### src/rtl/nrl_pkg.sv
package nrl_pkg;

    localparam int ID_W        = 32;
    localparam int TIME_W      = 32;
    localparam int RSSI_W      = 9;
    localparam int SNR_W       = 8;
    localparam int HOP_W       = 3;
    localparam int LAT_W       = 31;
    localparam int LON_W       = 32;
    localparam int ALT_W       = 32;
    localparam int SLOT_OUT_W  = 5;
    localparam int COUNT_OUT_W = 6;

    typedef struct packed {
        logic [ID_W-1:0]   id;
        logic [TIME_W-1:0] seen;
    } key_rec_t;

    typedef struct packed {
        logic                    flag;
        logic signed [LAT_W-1:0] lat;
        logic signed [LON_W-1:0] lon;
        logic signed [ALT_W-1:0] alt;
    } pos_rec_t;

    typedef struct packed {
        logic signed [RSSI_W-1:0] rssi;
        logic signed [SNR_W-1:0]  snr;
        logic [HOP_W-1:0]         hop;
        pos_rec_t                 pos;
    } info_rec_t;

    typedef struct packed {
        logic start;
        logic check;
    } scan_ctl_t;

endpackage

### src/rtl/neighbor_roster_lru_table_core.sv
// One transaction at a time: s_ready is high only in idle; the entries held are then
// scanned with one key memory read per cycle, and the result is decided and written.
// The write state also waits while the previous result still waits in the output
// register.
// Reset (aresetn, synchronous) empties the roster and clears control; memories are
// not cleared, only entries below the entry count are read.
module neighbor_roster_lru_table_core
    import nrl_pkg::*;
#(
    parameter int ROSTER_DEPTH = 32
) (
    input  logic                     aclk,
    input  logic                     aresetn,
    input  logic                     s_valid,
    output logic                     s_ready,
    input  logic [ID_W-1:0]          s_sender_id,
    input  logic signed [RSSI_W-1:0] s_signal_rssi,
    input  logic signed [SNR_W-1:0]  s_signal_snr,
    input  logic [HOP_W-1:0]         s_hop_count,
    input  logic [TIME_W-1:0]        s_now_ms,
    input  logic                     s_position_present,
    input  logic signed [LAT_W-1:0]  s_latitude,
    input  logic signed [LON_W-1:0]  s_longitude,
    input  logic signed [ALT_W-1:0]  s_altitude,
    output logic                     m_valid,
    input  logic                     m_ready,
    output logic [SLOT_OUT_W-1:0]    m_slot_index,
    output logic                     m_was_new,
    output logic                     m_did_evict,
    output logic [ID_W-1:0]          m_evicted_id,
    output logic [COUNT_OUT_W-1:0]   m_entry_count
);

    localparam int AW = (ROSTER_DEPTH > 1) ? $clog2(ROSTER_DEPTH) : 1;
    localparam int CW = $clog2(ROSTER_DEPTH + 1);
    localparam logic [CW-1:0] DEPTH_C = CW'(ROSTER_DEPTH);

    localparam logic [2:0] ST_IDLE   = 3'd0;
    localparam logic [2:0] ST_SCAN   = 3'd1;
    localparam logic [2:0] ST_DECIDE = 3'd2;
    localparam logic [2:0] ST_WRITE  = 3'd3;

    logic [2:0]    state_reg, state_next;
    logic [CW-1:0] count_reg, count_next;
    logic [CW-1:0] issue_cnt_reg, issue_cnt_next;
    logic          chk_valid_reg;
    logic [AW-1:0] chk_idx_reg;
    logic          issue;
    logic          s_accept;
    logic          out_free;

    logic [ID_W-1:0]          in_id_reg;
    logic signed [RSSI_W-1:0] in_rssi_reg;
    logic signed [SNR_W-1:0]  in_snr_reg;
    logic [HOP_W-1:0]         in_hop_reg;
    logic [TIME_W-1:0]        in_now_reg;
    logic                     in_pos_reg;
    logic signed [LAT_W-1:0]  in_lat_reg;
    logic signed [LON_W-1:0]  in_lon_reg;
    logic signed [ALT_W-1:0]  in_alt_reg;

    logic [AW-1:0]   slot_reg, slot_next;
    logic            new_reg, new_next;
    logic            evict_reg, evict_next;
    logic [ID_W-1:0] old_id_reg, old_id_next;

    logic                   m_valid_reg;
    logic [SLOT_OUT_W-1:0]  m_slot_reg;
    logic                   m_new_reg;
    logic                   m_evict_reg;
    logic [ID_W-1:0]        m_old_id_reg;
    logic [COUNT_OUT_W-1:0] m_count_reg;

    scan_ctl_t       scan_ctl;
    logic            found;
    logic [AW-1:0]   match_slot;
    logic [AW-1:0]   min_slot;
    logic [ID_W-1:0] min_id;

    key_rec_t  key_rd_data, key_wr_data;
    info_rec_t info_rd_data, info_wr_data;
    logic      mem_we;

    assign s_ready  = (state_reg == ST_IDLE);
    assign s_accept = s_valid && s_ready;
    assign out_free = !m_valid_reg || m_ready;
    assign issue    = (state_reg == ST_SCAN) && (issue_cnt_reg < count_reg);
    assign mem_we   = (state_reg == ST_WRITE) && out_free;

    assign scan_ctl.start = s_accept;
    assign scan_ctl.check = chk_valid_reg;

    nrl_scan #(
        .AW(AW)
    ) u_scan (
        .aclk       (aclk),
        .aresetn    (aresetn),
        .ctl        (scan_ctl),
        .chk_idx    (chk_idx_reg),
        .rec        (key_rd_data),
        .search_id  (in_id_reg),
        .found      (found),
        .match_slot (match_slot),
        .min_slot   (min_slot),
        .min_id     (min_id)
    );

    always_comb begin
        key_wr_data.id   = in_id_reg;
        key_wr_data.seen = in_now_reg;
        info_wr_data.rssi = in_rssi_reg;
        info_wr_data.snr  = in_snr_reg;
        info_wr_data.hop  = in_hop_reg;
        if (in_pos_reg) begin
            info_wr_data.pos.flag = 1'b1;
            info_wr_data.pos.lat  = in_lat_reg;
            info_wr_data.pos.lon  = in_lon_reg;
            info_wr_data.pos.alt  = in_alt_reg;
        end else if (new_reg) begin
            info_wr_data.pos = '0;
        end else begin
            info_wr_data.pos = info_rd_data.pos;
        end
    end

    nrl_mem #(
        .DEPTH(ROSTER_DEPTH),
        .AW   (AW)
    ) u_mem (
        .aclk         (aclk),
        .key_rd_addr  (issue_cnt_reg[AW-1:0]),
        .key_rd_data  (key_rd_data),
        .key_we       (mem_we),
        .key_wr_addr  (slot_reg),
        .key_wr_data  (key_wr_data),
        .info_rd_addr (slot_next),
        .info_rd_data (info_rd_data),
        .info_we      (mem_we),
        .info_wr_addr (slot_reg),
        .info_wr_data (info_wr_data)
    );

    always_comb begin
        state_next     = state_reg;
        count_next     = count_reg;
        issue_cnt_next = issue_cnt_reg;
        slot_next      = slot_reg;
        new_next       = new_reg;
        evict_next     = evict_reg;
        old_id_next    = old_id_reg;
        case (state_reg)
            ST_IDLE: begin
                issue_cnt_next = '0;
                if (s_accept) begin
                    state_next = ST_SCAN;
                end
            end
            ST_SCAN: begin
                if (issue) begin
                    issue_cnt_next = issue_cnt_reg + 1'b1;
                end else if (!chk_valid_reg) begin
                    state_next = ST_DECIDE;
                end
            end
            ST_DECIDE: begin
                if (found) begin
                    slot_next   = match_slot;
                    new_next    = 1'b0;
                    evict_next  = 1'b0;
                    old_id_next = '0;
                end else if (count_reg < DEPTH_C) begin
                    slot_next   = count_reg[AW-1:0];
                    new_next    = 1'b1;
                    evict_next  = 1'b0;
                    old_id_next = '0;
                    count_next  = count_reg + 1'b1;
                end else begin
                    slot_next   = min_slot;
                    new_next    = 1'b1;
                    evict_next  = 1'b1;
                    old_id_next = min_id;
                end
                state_next = ST_WRITE;
            end
            ST_WRITE: begin
                if (out_free) begin
                    state_next = ST_IDLE;
                end
            end
            default: begin
                state_next = ST_IDLE;
            end
        endcase
    end

    always_ff @(posedge aclk) begin
        if (!aresetn) begin
            state_reg     <= ST_IDLE;
            count_reg     <= '0;
            issue_cnt_reg <= '0;
            chk_valid_reg <= 1'b0;
            m_valid_reg   <= 1'b0;
        end else begin
            state_reg     <= state_next;
            count_reg     <= count_next;
            issue_cnt_reg <= issue_cnt_next;
            chk_valid_reg <= issue;
            if (mem_we) begin
                m_valid_reg <= 1'b1;
            end else if (m_ready) begin
                m_valid_reg <= 1'b0;
            end
        end
    end

    always_ff @(posedge aclk) begin
        chk_idx_reg <= issue_cnt_reg[AW-1:0];
        slot_reg    <= slot_next;
        new_reg     <= new_next;
        evict_reg   <= evict_next;
        old_id_reg  <= old_id_next;
        if (s_accept) begin
            in_id_reg   <= s_sender_id;
            in_rssi_reg <= s_signal_rssi;
            in_snr_reg  <= s_signal_snr;
            in_hop_reg  <= s_hop_count;
            in_now_reg  <= s_now_ms;
            in_pos_reg  <= s_position_present;
            in_lat_reg  <= s_latitude;
            in_lon_reg  <= s_longitude;
            in_alt_reg  <= s_altitude;
        end
        if (mem_we) begin
            m_slot_reg   <= SLOT_OUT_W'(slot_reg);
            m_new_reg    <= new_reg;
            m_evict_reg  <= evict_reg;
            m_old_id_reg <= old_id_reg;
            m_count_reg  <= COUNT_OUT_W'(count_reg);
        end
    end

    assign m_valid       = m_valid_reg;
    assign m_slot_index  = m_slot_reg;
    assign m_was_new     = m_new_reg;
    assign m_did_evict   = m_evict_reg;
    assign m_evicted_id  = m_old_id_reg;
    assign m_entry_count = m_count_reg;

    a_count_bound: assert property (@(posedge aclk) disable iff (!aresetn)
        count_reg <= DEPTH_C)
        else $error("entry count beyond roster depth");

    a_evict_full: assert property (@(posedge aclk) disable iff (!aresetn)
        (state_reg == ST_WRITE) && evict_reg |-> (count_reg == DEPTH_C) && new_reg)
        else $error("eviction while roster not full");

    a_match_in_range: assert property (@(posedge aclk) disable iff (!aresetn)
        (state_reg == ST_DECIDE) && found |-> (CW'(match_slot) < count_reg))
        else $error("matched slot beyond entry count");

    a_no_evict_zero_id: assert property (@(posedge aclk) disable iff (!aresetn)
        m_valid_reg && !m_evict_reg |-> (m_old_id_reg == '0))
        else $error("evicted id set without eviction");

endmodule

### src/rtl/nrl_mem.sv
module nrl_mem
    import nrl_pkg::*;
#(
    parameter int DEPTH = 32,
    parameter int AW    = 5
) (
    input  logic          aclk,
    input  logic [AW-1:0] key_rd_addr,
    output key_rec_t      key_rd_data,
    input  logic          key_we,
    input  logic [AW-1:0] key_wr_addr,
    input  key_rec_t      key_wr_data,
    input  logic [AW-1:0] info_rd_addr,
    output info_rec_t     info_rd_data,
    input  logic          info_we,
    input  logic [AW-1:0] info_wr_addr,
    input  info_rec_t     info_wr_data
);

    key_rec_t  key_mem  [DEPTH];
    info_rec_t info_mem [DEPTH];

    always_ff @(posedge aclk) begin
        if (key_we) begin
            key_mem[key_wr_addr] <= key_wr_data;
        end
        key_rd_data <= key_mem[key_rd_addr];
    end

    always_ff @(posedge aclk) begin
        if (info_we) begin
            info_mem[info_wr_addr] <= info_wr_data;
        end
        info_rd_data <= info_mem[info_rd_addr];
    end

endmodule

### src/rtl/nrl_scan.sv
module nrl_scan
    import nrl_pkg::*;
#(
    parameter int AW = 5
) (
    input  logic            aclk,
    input  logic            aresetn,
    input  scan_ctl_t       ctl,
    input  logic [AW-1:0]   chk_idx,
    input  key_rec_t        rec,
    input  logic [ID_W-1:0] search_id,
    output logic            found,
    output logic [AW-1:0]   match_slot,
    output logic [AW-1:0]   min_slot,
    output logic [ID_W-1:0] min_id
);

    logic              found_reg;
    logic [AW-1:0]     match_slot_reg;
    logic [AW-1:0]     min_slot_reg;
    logic [ID_W-1:0]   min_id_reg;
    logic [TIME_W-1:0] min_seen_reg;
    logic              is_match;
    logic              is_older;

    assign is_match = (rec.id == search_id);
    assign is_older = (chk_idx == '0) || (rec.seen < min_seen_reg);

    always_ff @(posedge aclk) begin
        if (!aresetn) begin
            found_reg <= 1'b0;
        end else if (ctl.start) begin
            found_reg <= 1'b0;
        end else if (ctl.check && is_match) begin
            found_reg <= 1'b1;
        end
    end

    always_ff @(posedge aclk) begin
        if (ctl.check) begin
            if (is_match && !found_reg) begin
                match_slot_reg <= chk_idx;
            end
            if (is_older) begin
                min_seen_reg <= rec.seen;
                min_slot_reg <= chk_idx;
                min_id_reg   <= rec.id;
            end
        end
    end

    assign found      = found_reg;
    assign match_slot = match_slot_reg;
    assign min_slot   = min_slot_reg;
    assign min_id     = min_id_reg;

endmodule

### config.mk
export PLATFORM = sky130hd
export DESIGN_NAME = neighbor_roster_lru_table_core
export DESIGN_NICKNAME = d
export VERILOG_FILES = /design/src/rtl/nrl_pkg.sv /design/src/rtl/neighbor_roster_lru_table_core.sv /design/src/rtl/nrl_mem.sv /design/src/rtl/nrl_scan.sv
export SDC_FILE = /design/constraint.sdc
export NUM_CORES = 2
export LEC_CHECK = 0
export BUFFER_PORTS_ARGS = -buffer_cell sky130_fd_sc_hd__buf_4
export CAP_MARGIN = 20
export CORE_MARGIN = 2
export CORE_UTILIZATION = 35
export CTS_CLUSTER_SIZE = 40
export DETAILED_ROUTE_END_ITERATION = 10
export PLACE_DENSITY = 0.6
export SLEW_MARGIN = 20
export SYNTH_ARGS = -nofsm -noshare
export SYNTH_HDL_FRONTEND = slang
export SYNTH_SLANG_ARGS = --single-unit
### constraint.sdc
create_clock -name aclk -period 5.42 [get_ports aclk]
set_input_delay 0 -clock aclk [delete_from_list [all_inputs] [get_ports aclk]]
set_output_delay 0 -clock aclk [all_outputs]
set_load 0.03 [all_outputs]
Yosys cells after proc, flatten, opt, wreduce, memory -nomap -nowiden
Memories as Yosys holds them, arrays and structs flattened. A register that Yosys moved wholly into a read port is not among the register bits. Index checks and enable logic that the tools add are counted.

Memories kept: 1. Logic and storage cells: 74. Output and inout bits: 47. Memory bits (writable): 2048. Register bits: 245. Bits of input ports: 184.

$add $sub $neg: 2. Bitwise gates (word level): 2. Multiplexer cells: 15. Reduce and logical (&&, ||, !) cells: 20. Equal/unequal tests: 9. Magnitude comparators: 3.

Memory list: u_mem.key_mem (words 32, bits a word 64, rd ports 1, clocked after Yosys merged registers in 1, write ports 1, RTL line nrl_mem.sv:20) `key_rec_t key_mem [DEPTH];`.

Operators by type and width (number): $eq A32 B32 Y1 (1); $lt A32 B32 Y1 (1); $add A6 B1 Y6 const B (2); $mux W3 (4); $pmux W3 S4 (1); $pmux W6 S2 (1); $mux W5 (2); $ne A2 B2 Y1 const B (4); $eq A3 B2 Y1 const B (2); $lt A6 B6 Y1 (1); $lt A6 B6 Y1 const B (1); $mux W1 (6); $mux W6 (1); $reduce_and A2 Y1 (3); $logic_and A1 B1 Y1 (5); $logic_not A5 Y1 (1); $reduce_and A4 Y1 (1); $reduce_bool A2 Y1 (2); $reduce_or A2 Y1 (2); $eq A3 B1 Y1 const B (1); $logic_not A3 Y1 (1); $reduce_and A3 Y1 (1); $logic_not A1 Y1 (2); $logic_or A1 B1 Y1 (2); 2 further kinds (3).

Depth between registers and ports, before layout
Depth in word-level cells: 5. Gate-level depth with buffers: 8. Depth with buffers taken out: 8.

Modules after synthesis
A second synthesis with hierarchy kept.

Cells, all modules: 11099. Area total of the unflattened synthesis: 236254.1 um^2.

Modules (own cells, without submodules): nrl_mem (area each 222567.2 um^2, times used 1, sequential area each 176569.3 um^2, cells an instance 10299); neighbor_roster_lru_table_core (area each 10281.1 um^2, times used 1, sequential area each 8298.0 um^2, cells an instance 563); nrl_scan (area each 3405.8 um^2, times used 1, sequential area each 2242.2 um^2, cells an instance 237).

Worst setup path before layout
OpenSTA, ideal clock, no wires.

Path type: register -> register. From: reg state_reg[0]. To: mem u_mem.key_mem[28][0] in the netlist's numbering (enable). Data required time: 4.933 ns. Clock period less this slack: 5.829 ns. Cell stages (with the launch flop): 7. Slack: -0.409 ns. Data arrival time: 5.342 ns. Setup time: 0.487 ns. Path buffers: 2. Cells stage by stage: dfxtp_1 ha_1 nor2b_1 clkbuf_1 or3b_1 clkbuf_1 nor2_1.

Longest elaborated chain between the ends: 4.

RTL lines: start, declared (RTL line neighbor_roster_lru_table_core.sv:43) `logic [2:0] state_reg, state_next;`; start signal, assigned (RTL line neighbor_roster_lru_table_core.sv:204) `state_reg <= state_next;`; $eq A3 B2 Y1 (RTL line neighbor_roster_lru_table_core.sv:88) `assign mem_we = (state_reg == ST_WRITE) && out_free;`; $logic_and A1 B1 Y1 (RTL line neighbor_roster_lru_table_core.sv:88); named net mem_we (RTL line neighbor_roster_lru_table_core.sv:82) `logic mem_we;`; $mux W1; $mux W1 (not written as such) (RTL line nrl_mem.sv:25) `key_mem[key_wr_addr] <= key_wr_data;`; end, declared (RTL line nrl_mem.sv:20).

The timed path passes the listed nets, and every way through them passes these cells.

Final worst setup path
From: reg u_scan.min_seen_reg[2]. To: reg u_scan.min_seen_reg[5] (enable).

Longest elaborated chain between the ends: 3.

RTL lines: start, declared (RTL line nrl_scan.sv:22) `logic [TIME_W-1:0] min_seen_reg;`; start signal, assigned (RTL line nrl_scan.sv:45) `min_seen_reg <= rec.seen;`; $lt A32 B32 Y1 (RTL line nrl_scan.sv:27) `assign is_older = (chk_idx == '0) || (rec.seen < min_seen_reg);`; $logic_or A1 B1 Y1 (RTL line nrl_scan.sv:27); $reduce_and A2 Y1 (no source line).

No other way between the ends. A chain may end at the register's enable or synchronous reset.

==> flow_summary.toml <==
[run_status]
status = "finished clean"

[logic_synthesis]
synth-edff-count = 2270
ys_seq_elements = 2356
synth_top_cell_by_area = "edfxtp_1"
async_flop_share_pct = 0
synthTopCellsByArea = "edfxtp_1 77%, mux4_2 16%, dfxtp_1 2.0%"
synthFlopType = "edfxtp_1"
mappedNetlistArea_um2 = 88000
syn_nets = 3791
synth_top_area_share_pct = 77.5
synth_cells = 3564
syn_area_per_cell_um2 = 24.7
ys_seq_area_share_pct = 79.4
synth_warnings = 0
ys_types = 44

[placed_design]
port_buffers = 114
hpwlAfterDp_mm = 112
place_inst = 6995
gp_congestion = 0.747
place_worst_setup_slack_ps = 1210

[floorplan]
die_x_um = 505
ios = 231
coreArea_um2 = 251000
num_rows = 184
die_y_um = 505
initial_core_util_pct = 35.1
dieArea_um2 = 255000

[route]
via_count = 39907
final_antenna_net_count = 0
routedWlPerCell_um = 28.0
drtIter0Drc = 4267
vias_per_cell = 5.27
first_pass_iters = 5
routed_wirelength_mm = 212
drc = 0

[final_layout]
top_register = "u_mem.key_mem"
final_layout_size_suffix_gt1_share_pct = 32.1
area_growth_pct = 17.5
final_nets = 4245
largest_reg_flops = 2048
fin_cells = 7566
reg_top3 = "u_mem.key_mem x2048, u_mem.key_rd_data x64"

[worst_setup_path]
end_kind = "flip-flop"
cp_common_cell = "a211oi_1"
worstPathRequired_ps = 5940
criticalPathCategory = "flip-flop to flip-flop"
path_cells = "inv_1 > ha_1 > a211oi_1 > o21ai_1 > a211oi_1 > nor3_1 > a2111oi_1 > o21a_4 > buf_12"
max_stage_delay_ps = 760
critical-path-slowest-cell = "a2111oi_1"
arrival_ps = 4650
critPathMaxFanout = 33
critPathLaunchType = "flip-flop"

[clock_network]
cts_tree = "yes"
insertion_delay_ps = 850
clk_pin_slew_ps = 60
clockBufferDepth = 3
cts_buffers = 228
cts_post_setup_buffers_inserted = 0
htreeDepth = 4
cts_root_buffer = "clkbuf_16"
clock_sinks = 2356

[global_route]
antenna_found_initial = 5
grtUsageTotal_pct = 16.3
grt_max_degree = 71
grt_pass1_wl_mm = 301
grt.overflow.total = 0
grt_pass1_vias = 40653

[timing]
rsz0062_at_grt = "no"
hold_viol_final = 0
fin_ws_ps = 1290
worst_pin_slew_ps = 1160
period_minus_slack_ps = 4130
slew_headroom_pct = 22.4
setup_viol = 0
finalClockSkew_ps = 37.6
drv_slew = 0
fin_crit_sh_pct = 76.2
max_freq_ghz = 0.242

[power_and_ir_drop]
finalPower_mw = 40.7
leakagePower_nw = 31.5
power_density_nw_per_um2 = 394
max-vdd-ir-drop_mv = 0.275

[run]
drv_cap = 0

[worst_hold_path]
hold_class = "input pin to flip-flop"
## metrics by stage
step / instance area, um^2 / hold slack [ps] / utilization [%] / setup TNS (ps)
global route: 103000 / 57.6 / 41.2 / 0
CTS: 103000 / 8.70 / 41.2 / 0
detailed placement: 94100 / 180 / 37.5 / 0
floorplan: 88000 / 98.9 / - / -784710
finish: 103000 / 50.9 / 41.2 / 0
global placement: 94100 / 180 / 37.5 / 0
## routing by layer
layer | vias up | GRT usage (%) | part of all wire, %
li1 | 16214 | - | -
met1 | 22045 | 23.4 | 43
met2 | 1381 | 26.5 | 49
met3 | 263 | 2.61 | 6.2
met4 | 4 | 3.53 | 1.7
met5 | - | 0 | 0.011
## cells in the final DEF, fill, tap and decap left out, types with 16 or more instances in the layout
cell	n
clkbuf_8	21
clkinv_1	34
bufinv_16	33
clkbuf_1	46
dlygate4sd3_1	134
nand2_1	23
buf_4	208
nor2_1	22
clkinv_2	42
dfxtp_1	80
mux4_2	640
a21oi_1	16
buf_12	39
xor2_1	29
ha_1	42
nor2_4	32
inv_1	39
edfxtp_1	2270
clkbuf_16	232
and3_1	34
mux2_2	64
## critical path, delay by kind of cell, from the launching register on
kind	cells	cell delay, ps
AOI/OAI and AO/OA	5	2630
adders and majority gates	1	230
buffers and inverters	2	400
DFF	1	360
and+or+nand+nor	1	170
## cell families (layout without fill, tap and decap cells)
| family | after synthesis | in the layout | synth area share [%] |
|---|---|---|---|
| buf+inv | 205 | 858 | 1.01 |
| simple gates | 161 | 161 | 0.939 |
| flops | 2356 | 2356 | 79.4 |
| mux | 710 | 710 | 17.3 |
| compound gates | 51 | 51 | 0.360 |
| fa+ha+maj | 43 | 43 | 0.611 |
| xor+xnor | 38 | 38 | 0.378 |
| other cells | 0 | 1 | 0 |
## path summary, 6_finish.rpt
kind / endpoint / cells after the start / slack, ps / startpoint
hold / removal: m_valid / 5 / 50 / m_ready
setup reg to reg: u_scan.min_seen_reg[5] / 9 / 1290 / u_scan.min_seen_reg[2]
setup / recovery: u_scan.min_seen_reg[5] / 9 / 1290 / u_scan.min_seen_reg[2]
hold reg to reg: m_evicted_id[22] / 0 / 390 / old_id_reg[22]
## Yosys cell counts (all sizes together), types with 4 or more instances
cell       n
nand2b     5
edfxtp  2270
a21oi     16
ha        43
nand3      7
nand4      7
mux4     640
dfxtp     86
inv       41
clkbuf    99
nand2     23
a211oi     6
nor4       6
mux2      64
nor2      54
xnor2      9
and3      34
nor3       4
and4       4
mux2i      6
nor2b      4
o21ai     14
nand3b     5
buf       65
xor2      29
## power by group
| part | leakage [nW] | switching [mW] | internal [mW] |
|---|---|---|---|
| clock network | 3.83 | 6.74 | 9.70 |
| registers | 21.2 | 0.756 | 21.2 |
| logic | 6.53 | 1.35 | 0.960 |
| total | 31.5 | 8.85 | 31.9 |
## cell type report
| type | instances | area [um^2] |
|---|---|---|
| multi-input combinational | 1003 | 17500 |
| tap | 3348 | 4190 |
| clock inverter | 130 | 1560 |
| antenna | 1 | 2.50 |
| timing repair buffer | 388 | 3800 |
| sequential | 2356 | 69900 |
| clock buffer | 299 | 6270 |
| inverter | 41 | 154 |
| fill | 21506 | 147000 |
## timing repair
item | CTS | global route
endpoints found under the hold margin | 92 | 0
gates resized for setup | 0 | 0
hold buffers | 134 | 0
Power figures use the tool's default switching activity.
